==> src/sv/crcmsb_pkg.sv <==
// Shared types, constants and the bytewise CRC function for the MSB-first CRC-32 checker.
package crcmsb_pkg;

  localparam logic [31:0] CRC_POLY   = 32'h04C1_1DB7;
  localparam int          CRC_WIDTH  = 32;
  localparam logic [2:0]  LOAD_COUNT = 3'd4;

  typedef struct packed {
    logic [7:0] data_byte;
    logic       last_byte;
  } item_t;

  // CRC of one byte placed in the top bits: eight polynomial steps.
  function automatic logic [CRC_WIDTH-1:0] byte_crc(input logic [7:0] b);
    logic [CRC_WIDTH-1:0] r;
    r = {b, 24'h00_0000};
    for (int k = 0; k < 8; k++) begin
      if (r[CRC_WIDTH-1]) begin
        r = {r[CRC_WIDTH-2:0], 1'b0} ^ CRC_POLY;
      end else begin
        r = {r[CRC_WIDTH-2:0], 1'b0};
      end
    end
    return r;
  endfunction

endpackage

==> src/sv/crcmsb_core.sv <==
// CRC state update and result register.
module crcmsb_core (
  input  logic                clk,
  input  logic                rst,
  input  logic                item_valid,
  input  crcmsb_pkg::item_t   item,
  output logic                advance,
  output logic                res_valid,
  input  logic                res_ready,
  output logic [31:0]         res_crc,
  output logic                res_short
);
  import crcmsb_pkg::*;

  logic [CRC_WIDTH-1:0] shift_register;
  logic [CRC_WIDTH-1:0] shift_register_next;
  logic [2:0]           bytes_seen;
  logic [2:0]           bytes_seen_next;
  logic [CRC_WIDTH-1:0] shifted;

  // Stall only a last byte while an earlier result still waits.
  assign advance = item_valid && (!item.last_byte || !res_valid || res_ready);
  assign shifted = {shift_register[CRC_WIDTH-9:0], item.data_byte};

  always_comb begin
    if (bytes_seen < LOAD_COUNT) begin
      bytes_seen_next     = bytes_seen + 3'd1;
      shift_register_next = (bytes_seen_next == LOAD_COUNT) ? ~shifted : shifted;
    end else begin
      bytes_seen_next     = bytes_seen;
      shift_register_next = shifted ^ byte_crc(shift_register[CRC_WIDTH-1 -: 8]);
    end
  end

  always_ff @(posedge clk) begin
    if (rst) begin
      shift_register <= '0;
      bytes_seen     <= '0;
    end else if (advance) begin
      if (item.last_byte) begin
        shift_register <= '0;
        bytes_seen     <= '0;
      end else begin
        shift_register <= shift_register_next;
        bytes_seen     <= bytes_seen_next;
      end
    end
  end

  always_ff @(posedge clk) begin
    if (rst) begin
      res_valid <= 1'b0;
    end else if (advance && item.last_byte) begin
      res_valid <= 1'b1;
    end else if (res_ready) begin
      res_valid <= 1'b0;
    end
  end

  always_ff @(posedge clk) begin
    if (advance && item.last_byte) begin
      if (bytes_seen_next < LOAD_COUNT) begin
        res_crc   <= '0;
        res_short <= 1'b1;
      end else begin
        res_crc   <= ~shift_register_next;
        res_short <= 1'b0;
      end
    end
  end

  a_count_bound: assert property (@(posedge clk) disable iff (rst)
    bytes_seen <= LOAD_COUNT)
    else $error("byte count above load count");

  a_clear_after_last: assert property (@(posedge clk) disable iff (rst)
    advance && item.last_byte |=> bytes_seen == 3'd0 && shift_register == '0)
    else $error("state not cleared after last byte");

  a_short_zero: assert property (@(posedge clk) disable iff (rst)
    res_valid && res_short |-> res_crc == '0)
    else $error("short message result not zero");

  a_no_overwrite: assert property (@(posedge clk) disable iff (rst)
    res_valid && !res_ready |-> !(advance && item.last_byte))
    else $error("pending result overwritten");

endmodule

==> config.mk <==
export PLATFORM = sky130hd
export DESIGN_NAME = crcmsb_core
export DESIGN_NICKNAME = d
export VERILOG_FILES = /design/src/sv/crcmsb_pkg.sv /design/src/sv/crcmsb_core.sv
export SDC_FILE = /design/constraint.sdc
export NUM_CORES = 1
export LEC_CHECK = 0
export BUFFER_PORTS_ARGS = -buffer_cell sky130_fd_sc_hd__clkbuf_2
export CAP_MARGIN = 10
export CORE_MARGIN = 1
export CORE_UTILIZATION = 30
export DETAILED_ROUTE_END_ITERATION = 12
export PLACE_DENSITY = 0.53
export SLEW_MARGIN = 20
export SYNTH_ARGS = -nofsm -noshare
export SYNTH_HDL_FRONTEND = slang
export SYNTH_SLANG_ARGS = --single-unit
==> constraint.sdc <==
create_clock -name clk -period 5.93 [get_ports clk]
set_input_delay 0.2965 -clock clk [delete_from_list [all_inputs] [get_ports clk]]
set_output_delay 0.2965 -clock clk [all_outputs]
set_load 0.05 [all_outputs]
==> results of run 1 <==
-- synth_stat cells (all sizes together), types with 2 or more instances --
master / n / area (sq um)
a21oi: 32 / 164
inv: 4 / 15.0
nor3: 2 / 10.0
nand2: 2 / 7.51
xor2: 18 / 158
nor2: 60 / 225
ha: 3 / 37.5
dfxtp: 36 / 721
nor2b: 2 / 12.5
a22oi: 21 / 158
clkbuf: 14 / 52.6
buf: 12 / 72.6
a22o: 9 / 78.8
a32o: 2 / 20.0
edfxtp: 33 / 991
xnor2: 51 / 529
-- per-stage QoR --
| stage | std cells | utilization, % | setup WS [ns] |
|---|---|---|---|
| 3_5_place_dp | 466 | 34.4 | 2.84 |
| 3_3_place_gp | 466 | 34.3 | 2.94 |
| 4_1_cts | 482 | 36.2 | 2.82 |
| 6_report | 482 | 36.3 | 3.29 |
| 5_1_grt | 482 | 36.3 | 2.98 |
| 2_1_floorplan | 307 | - | 3.92 |
-- layer usage --
metal,track usage [%],up-vias,share of wire [%]
li1,-,1111,-
met1,17.9,1073,47
met2,21.5,50,46
met3,3.22,15,4.0
met4,6.46,0,2.4
met5,0,-,0
-- power groups by stage --
| stage | Clock, mW | Sequential, mW | Combinational (mW) |
|---|---|---|---|
| finish | 0.381 | 0.515 | 0.0790 |
| global route | 0.406 | 0.516 | 0.0851 |
| CTS | 0.391 | 0.515 | 0.0798 |
| detailed placement | 0 | 0.526 | 0.0796 |
| global placement | 0 | 0.526 | 0.0789 |
| floorplan | 0 | 0.552 | 0.0304 |
-- how the worst min path moves through the flow --
stage                          startpoint                          to  slack (ns)  cells after the start
2_1_floorplan                     item[0]      res_valid$_SDFFE_PP0P_        0.44                      2
5_1_grt                        item_valid      res_valid$_SDFFE_PP0P_        0.23                      3
3_3_place_gp   bytes_seen[1]$_SDFFE_PP0P_  bytes_seen[1]$_SDFFE_PP0P_        0.48                      2
3_5_place_dp   bytes_seen[1]$_SDFFE_PP0P_  bytes_seen[1]$_SDFFE_PP0P_        0.49                      2
4_1_cts                        item_valid      res_valid$_SDFFE_PP0P_        0.20                      3
6_report                       item_valid      res_valid$_SDFFE_PP0P_        0.23                      3
-- flip-flops by register name, summed over array words and instances (netlist names) --
| register | cells |
|---|---|
| res_crc | 32 |
| shift_register | 32 |
| bytes_seen | 3 |
| res_short | 1 |
| res_valid | 1 |
-- worst max-delay path: cells and delay by family (launching register included) --
family	cells	cell delay [ns]
AOI/OAI and AO/OA	1	0.15
xor gates and xnor gates	1	0.28
adders and majority gates	1	0.27
buffers and inverters	1	0.23
DFF	1	0.71
and+or+nand+nor	2	0.74
-- cell families (layout without fill, tap and decap cells) --
family                   Yosys count  in the layout  synth area share, %
AO/OA/AOI/OAI                     67             67                 13.4
XOR/XNOR                          70             70                 21.4
adder cells (fa/ha/maj)            3              3                 1.13
buffers and inverters             30             69                 4.23
flip-flops                        69             69                 51.7
AND/OR/NAND/NOR                   68             68                 8.09
-- area by class of cell --
cell class / count / area (sq um)
fillers: 1057 / 6700
inverters: 4 / 15.0
multi-input cells: 208 / 1470
well taps: 136 / 170
clock inverters: 4 / 47.5
repair buffers: 49 / 250
clock buffers: 12 / 145
flip-flops and latches: 69 / 1710
==> results_dict.tcl, run 1 <==
set metrics [dict create \
    status "complete, no violations" \
    min_path_type "input pin to register" \
    synth.avg_cell_area_sq_um 10.8 \
    cts_hold_buf 0 \
    grt_overflow 0 \
    cts.sink_count 69 \
    critPathMaxFanout 34 \
    cts-root-buf "clkbuf_8" \
    critPathCaptureType "register" \
    crit_type "register to register" \
    crit_required_ns 6.03 \
    placed_cell_area_sq_mm 0.00361 \
    place.gp.congestion 0.782 \
    die_w_um 107 \
    pwr-share-comb_pct 8.1 \
    synth-main-ff-cell "dfxtp_1" \
    grt_use_total_pct 13.8 \
    switchingPower_mw 0.243 \
    drt.antenna.violating_nets 0 \
    p_clk_share_pct 39.1 \
    slew_violations 0 \
    pwr_density_cell_mw_per_mm2 256 \
    vias_per_cell 4.67 \
    cp_slowest_cell "dfxtp_2" \
    pwr-share-seq_pct 52.8 \
    postCtsSetupRepairBufs 0 \
    drive_gt1_share_pct 22.3 \
    clk_pin_slew_ns 0.07 \
    r2r_end "res_crc[0]$_SDFFCE_PP0P_" \
    yosys_warnings 0 \
    rr_startpoint "bytes_seen[2]$_SDFFE_PP0P_" \
    drt_iter0_drc 103 \
    worstPathCellList "inv_1 > ha_1 > nor2_1 > a21oi_1 > xor2_1 > nor2_1" \
    setup_viol_count_final 0 \
    leakage_nw 1.48 \
    final_area_sq_mm 0.00381 \
    cts_buffers 9 \
    min_period_ns 2.64 \
    grt_max_degree 35 \
    antenna_found_initial 0 \
    cpMostUsedCell "nor2_1" \
    area_delta_synth_final_pct 15.1 \
    maxCapViolCount 0 \
    clockBufferDepth 2 \
    rsz0062_at_grt "no" \
    fmax_ghz 0.379 \
    cts_tree "yes" \
    power_switching_share_pct 24.9 \
    synthArstFlopShare_pct 0 \
    hold_viol 0 \
    cts_max_level 3 \
    first_global_vias 2173 \
    grt_pass1_wl_um 11700 \
    r2r_cells 6 \
    ctsResizeCount 0 \
    fin_hold_ws_ns 0.227 \
    syn_area_sq_mm 0.00331 \
    rrSetupSlack_ns 3.29 \
    start_util_pct 31.5 \
    io_pins 48 \
    finalClockSkew_ns 0.00874 \
    synth_edf_count 33 \
    final_cell_mix "nor2_1, clkbuf_2, xnor2_1" \
    max_stage_delay_ns 0.71 \
    yosysSeqAreaShare_pct 51.7 \
    peakVddDrop_mv 0.0862 \
    syn_inst 307 \
    worstSetupStartpoint "bytes_seen[2]$_SDFFE_PP0P_" \
    dpl.hpwl_um 5100 \
    wl_per_cell_um 15.3 \
    synth_seq_cells 69 \
    core_sq_mm 0.0105 \
    total_power_mw 0.975 \
    dr.pass1.iters 6 \
    syn_nets 323 \
    totalWireLength_um 7400 \
    finalCritPeriodShare_pct 44.4 \
    fin_tns_setup_ns 0 \
    final_nets 357 \
    port_buffers 47 \
    p_int_mw 0.732 \
    die_h_um 107 \
    rows 37 \
    vias 2249 \
    drc 0 \
    fp.dieArea_sq_mm 0.0115 \
    clk_latency_ns 0.35 \
    crit_end "res_crc[0]$_SDFFCE_PP0P_" \
    mostFrequentLayoutCell "nor2_1" \
    critPathLaunchType "register" \
    diodes 0 \
    arrival_ns 2.73 \
    relSlewSlack_pct 28.3 \
    synthDistinctLibCells 28 \
    worst_pin_slew_ns 1.07 \
]
Power figures use the tool's default switching activity.
==> run 2, diff against run 1 <==
- clock period: 5.93 -> 2.7 ns (I/O delays scaled with it)
==> run 2 against run 1 <==
Via count rose by 0.93%. Hold slack got worse by 0.17 ns. Setup slack got worse by 2.5 ns. First-iteration DRC count is 3.9% lower. Register-to-register slack worse by 2.5 ns. Sequential cell count unchanged. Fmax grew 35%. Sequential power grew 120%. Core utilization up 1.1 points. Cell count increased by 1.7%. Total power grew 140%. Sequential share of layout area is 1.4 points lower. Critical path type unchanged.
==> results_dict.tcl, run 2 (same netlist as run 1, synthesis figures left out) <==
set metrics [dict create \
    arrival_ns 2.05 \
    max_stage_delay_ns 0.45 \
    diodes 0 \
    critPathMaxFanout 5 \
    crit_required_ns 2.80 \
    maxCapViolCount 0 \
    cts_max_level 3 \
    leakage_nw 1.55 \
    r2r_end "res_crc[12]$_SDFFCE_PP0P_" \
    core_sq_mm 0.0105 \
    cts_tree "yes" \
    fillCellCount 1033 \
    dpl.hpwl_um 5120 \
    cts_buffers 9 \
    area_delta_synth_final_pct 18.7 \
    rsz0062_at_grt "no" \
    grt_max_degree 35 \
    fin_hold_ws_ns 0.0542 \
    crit_type "register to register" \
    setup_ws_ns 0.745 \
    grt_overflow 0 \
    dp_slack_ns 0.774 \
    cpMostUsedCell "xnor2_1" \
    critPathLaunchType "register" \
    finalCritPeriodShare_pct 72.4 \
    fp.dieArea_sq_mm 0.0115 \
    worstPathCellList "buf_4 > xnor2_2 > xnor2_1 > xnor2_1 > a21oi_1 > xor2_1 > nor2_1" \
    postCtsSetupRepairBufs 0 \
    status "complete, no violations" \
    start_util_pct 31.5 \
    setup_viol_count_final 0 \
    die_w_um 107 \
    rr_startpoint "shift_register[28]$_SDFFE_PP0P_" \
    vias 2270 \
    min_from "item_valid" \
    cp_slowest_cell "dfxtp_1" \
    slew_violations 0 \
    dr.pass1.iters 4 \
    grt_pass1_wl_um 12000 \
    wl_per_cell_um 15.1 \
    cts-root-buf "clkbuf_8" \
    drc 0 \
    finalClockSkew_ns 0.00861 \
    ctsResizeCount 0 \
    worst_pin_slew_ns 0.772 \
    multi_input_area_sq_mm 0.00147 \
    final_nets 365 \
    vias_per_cell 4.63 \
    cts_hold_buf 0 \
    reg_top3 "res_crc: 32 flops, shift_register: 32 flops, bytes_seen: 3 flops" \
    rows 37 \
    hold-path-cell-count 3 \
    clockBufferDepth 2 \
    port_buffers 47 \
    min_period_ns 1.95 \
    drt.antenna.violating_nets 0 \
    first_global_vias 2244 \
    rrSetupSlack_ns 0.75 \
    relSlewSlack_pct 48.3 \
    critPathCaptureType "register" \
    drive_gt1_share_pct 23.7 \
    clk_pin_slew_ns 0.08 \
    fin_util_pct 37.4 \
    regArea_sq_mm 0.00171 \
    die_h_um 107 \
    antenna_found_initial 0 \
    pwr_density_cell_mw_per_mm2 604 \
    clk_latency_ns 0.35 \
    r2r_cells 7 \
    fin_tns_setup_ns 0 \
    whs_endpoint "res_valid$_SDFFE_PP0P_" \
    final_cells 490 \
    fmax_ghz 0.512 \
    cts.sink_count 69 \
    final_cell_mix "nor2_1, clkbuf_2, xnor2_1" \
    hold_viol 0 \
    io_pins 48 \
    drt_iter0_drc 99 \
    min_path_type "input pin to register" \
    totalWireLength_um 7380 \
    dp_cells 474 \
    grt_use_total_pct 14.0 \
    peakVddDrop_mv 0.232 \
    mostFrequentLayoutCell "nor2_1" \
    place.gp.congestion 0.829 \
]
==> run 2: worst max-delay path by stage <==
stage                                                from                         endpoint  slack (ns)
final                     shift_register[28]$_SDFFE_PP0P_        res_crc[12]$_SDFFCE_PP0P_        0.75
after global routing               res_valid$_SDFFE_PP0P_  shift_register[14]$_SDFFE_PP0P_        0.56
after CTS                          res_valid$_SDFFE_PP0P_  shift_register[11]$_SDFFE_PP0P_        0.75
after detailed placement           res_valid$_SDFFE_PP0P_  shift_register[14]$_SDFFE_PP0P_        0.77
after global placement    shift_register[28]$_SDFFE_PP0P_        res_crc[12]$_SDFFCE_PP0P_        0.78
after floorplan                    res_valid$_SDFFE_PP0P_  shift_register[10]$_SDFFE_PP0P_        0.69
==> run 2: where the power goes <==
part / switching, mW / internal, mW / total [mW]
combinational: 0.134 / 0.0437 / 0.177
clock: 0.400 / 0.666 / 1.07
sequential: 0.0121 / 1.12 / 1.13
total: 0.546 / 1.83 / 2.37
==> run 2: final cells by class <==
type                       count  share of cell area, %
tap                          136                   4.33
inverter                       4                  0.382
clock buffer                  11                   3.85
timing repair buffer          57                   7.90
sequential                    69                   43.6
multi-input combinational    208                   37.3
clock inverter                 5                   2.71
==> run 2: critical path: cells and delay by family, from the launching register on <==
family	cells	cell delay, ns
DFF	1	0.45
AOI/OAI and AO/OA	1	0.19
and+or+nand+nor	1	0.06
buffers and inverters	1	0.20
xor gates and xnor gates	4	0.80
==> run 2: through the flow <==
step / cell area [sq um] / total power [mW]
final: 3930 / 2.37
after global routing: 3930 / 2.46
after CTS: 3930 / 2.40
after detailed placement: 3670 / 1.33
after global placement: 3670 / 1.33
after floorplan: 3310 / 1.28
==> run 2: layer usage <==
layer | track usage (%) | up-vias | part of all wire (%)
li1 | - | 1130 | -
met1 | 18.6 | 1078 | 48
met2 | 21.7 | 48 | 46
met3 | 2.61 | 14 | 3.7
met4 | 6.95 | 0 | 2.1
met5 | 0 | - | 0
==> run 3, diff against run 2 <==
- PLACE_DENSITY: 0.53 -> 0.55
- clock period: 2.7 -> 1.7 ns (I/O delays scaled with it)
==> run 3 against run 2 <==
The run now ends with negative setup slack left. Critical path depth is 1 higher. Core utilization is 6.9 points higher. Setup slack worse by 0.84 ns. Total power is 44% higher. Wire length is 15% higher.
==> results_dict.tcl, run 3 (same netlist as run 1, synthesis figures left out) <==
set metrics [dict create \
    path_depth 8 \
    critPathLaunchType "register" \
    min_path_type "input pin to register" \
    maxCapViolCount 0 \
    switchingPower_mw 0.859 \
    port_buffers 47 \
    finalCritPeriodShare_pct 105 \
    totalWireLength_um 8520 \
    worstPathCellList "buf_8 > xnor2_1 > xnor2_1 > xnor2_1 > a21oi_1 > xor2_1 > buf_4 > a22o_1" \
    dpl.hpwl_um 5490 \
    pwr-share-comb_pct 9.6 \
    grt_use_total_pct 14.7 \
    arrival_ns 2.03 \
    cts_tree "yes" \
    core_sq_mm 0.0105 \
    fin_tns_setup_ns -0.178 \
    rrSetupSlack_ns -0.09 \
    critPathCaptureType "register" \
    fillCellCount 961 \
    p_int_mw 2.57 \
    relSlewSlack_pct 51.4 \
    place.gp.congestion 0.823 \
    r2r_cells 8 \
    clockBufferDepth 2 \
    reg_top3 "res_crc: 32 flops, shift_register: 32 flops, bytes_seen: 3 flops" \
    rows 37 \
    grtUsageMet1_pct 18.6 \
    drt_iter0_drc 110 \
    fmax_ghz 0.558 \
    cpMostUsedCell "xnor2_1" \
    worst_pin_slew_ns 0.725 \
    cts-root-buf "clkbuf_8" \
    crit_family "XOR/XNOR gates" \
    cts_buffers 9 \
    met2_usage_pct 24.0 \
    crit_type "register to register" \
    vias 2460 \
    crit_required_ns 1.94 \
    dp_slack_ns -0.169 \
    crit_end "shift_register[12]$_SDFFE_PP0P_" \
    die_h_um 107 \
    peakVddDrop_mv 0.353 \
    area_delta_synth_final_pct 40.6 \
    total_power_mw 3.42 \
    violations "negative setup slack" \
    rsz0062_at_grt "yes" \
    diodes 0 \
    critPathMaxFanout 5 \
    first_global_vias 2438 \
    start_util_pct 31.5 \
    worstSetupStartpoint "shift_register[26]$_SDFFE_PP0P_" \
    slew_violations 0 \
    multi_input_area_sq_mm 0.00177 \
    final_nets 408 \
    grt_pass1_wl_um 12400 \
    grt_overflow 0 \
    setup_viol_count_final 3 \
    p_clk_share_pct 38.3 \
    rr_startpoint "shift_register[26]$_SDFFE_PP0P_" \
    die_w_um 107 \
    dp_cells 504 \
    fp.dieArea_sq_mm 0.0115 \
    critPathBufInv 2 \
    fin_hold_ws_ns 0.0250 \
    final_cells 532 \
    setup_ws_ns -0.0911 \
    vias_per_cell 4.62 \
    pwr-share-seq_pct 52.2 \
    dr.pass1.iters 4 \
    mostFrequentLayoutCell "nor2_1" \
    max_stage_delay_ns 0.37 \
    regArea_sq_mm 0.00174 \
    cts_max_level 3 \
    wl_per_cell_um 16.0 \
    antenna_found_initial 0 \
    hold_viol 0 \
    cts_hold_buf 0 \
    drc 0 \
    leakage_nw 1.89 \
    drt.antenna.violating_nets 0 \
    io_pins 48 \
    clk_pin_slew_ns 0.08 \
    grt_max_degree 34 \
    drive_gt1_share_pct 43.2 \
    power_switching_share_pct 25.1 \
    finalClockSkew_ns 0.0108 \
    final_cell_mix "nor2_1, clkbuf_2, buf_4" \
    clk_latency_ns 0.34 \
    status "finished with violations" \
    grt-busiest-layer "met2" \
    r2r_end "shift_register[12]$_SDFFE_PP0P_" \
    pwr_density_cell_mw_per_mm2 735 \
    cp_slowest_cell "dfxtp_4" \
    grt_use_met3_pct 2.86 \
    cts.sink_count 69 \
    min_period_ns 1.79 \
]
-- run 3: changes by cell type in the layout (fill, tap and decap cells not counted), sizes merged --
cell	previous run	this run
bufinv	3	1
buf	10	51
clkbuf	58	59
clkinv	1	3
-- run 3: per-layer routing --
metal / up-vias / part of all wire (%) / routed length (um)
met4: 0 / 1.3 / 107
li1: 1221 / - / -
met5: - / 0 / 0
met2: 61 / 48 / 4130
met3: 7 / 5.2 / 444
met1: 1171 / 45 / 3840
-- run 3: final cells by class --
class,instances,share of cell area (%)
clock buffer,10,2.96
timing repair buffer,100,16.6
multi-input combinational,208,37.9
inverter,4,0.322
tap,136,3.65
sequential,69,37.4
clock inverter,5,1.10
-- run 3: what timing repair did --
item                                    in CTS  in global routing
gates resized for setup                     24                 49
gates cloned                                 0                  2
endpoints found under the setup margin      40                 64
buffers inserted                             4                  8
pin swaps                                    6                 32
hold endpoints to repair                     0                  0
-- run 3: worst min-delay path, delay by kind of cell --
| family | cells | cell delay (ns) |
|---|---|---|
| and+or+nand+nor | 1 | 0.08 |
| buffers and inverters | 1 | 0.11 |
| AOI/OAI and AO/OA | 1 | 0.06 |
-- run 3: power groups by stage --
stage          Clock, mW  Sequential, mW  Combinational (mW)
2_1_floorplan          0            1.93               0.107
3_3_place_gp           0            1.83               0.294
3_5_place_dp           0            1.83               0.297
4_1_cts             1.33            1.80               0.306
5_1_grt             1.40            1.79               0.347
6_report            1.31            1.79               0.327
-- run 3: metrics by stage --
step / cell area, sq um / util, %
6_report: 4660 / 44.3
5_1_grt: 4660 / 44.3
4_1_cts: 4290 / 40.8
3_5_place_dp: 3980 / 37.8
3_3_place_gp: 3970 / 37.8
2_1_floorplan: 3330 / -
-- run 3: worst min-delay path by stage --
| stage | startpoint | endpoint | slack (ns) | cells past startpoint |
|---|---|---|---|---|
| 6_report | item_valid | res_valid$_SDFFE_PP0P_ | 0.02 | 3 |
| 5_1_grt | item_valid | res_valid$_SDFFE_PP0P_ | 0.06 | 3 |
| 4_1_cts | item_valid | res_valid$_SDFFE_PP0P_ | 0.002 | 3 |
| 3_5_place_dp | item_valid | res_valid$_SDFFE_PP0P_ | 0.35 | 3 |
| 3_3_place_gp | item_valid | res_valid$_SDFFE_PP0P_ | 0.37 | 3 |
| 2_1_floorplan | item[0] | res_valid$_SDFFE_PP0P_ | 0.23 | 2 |
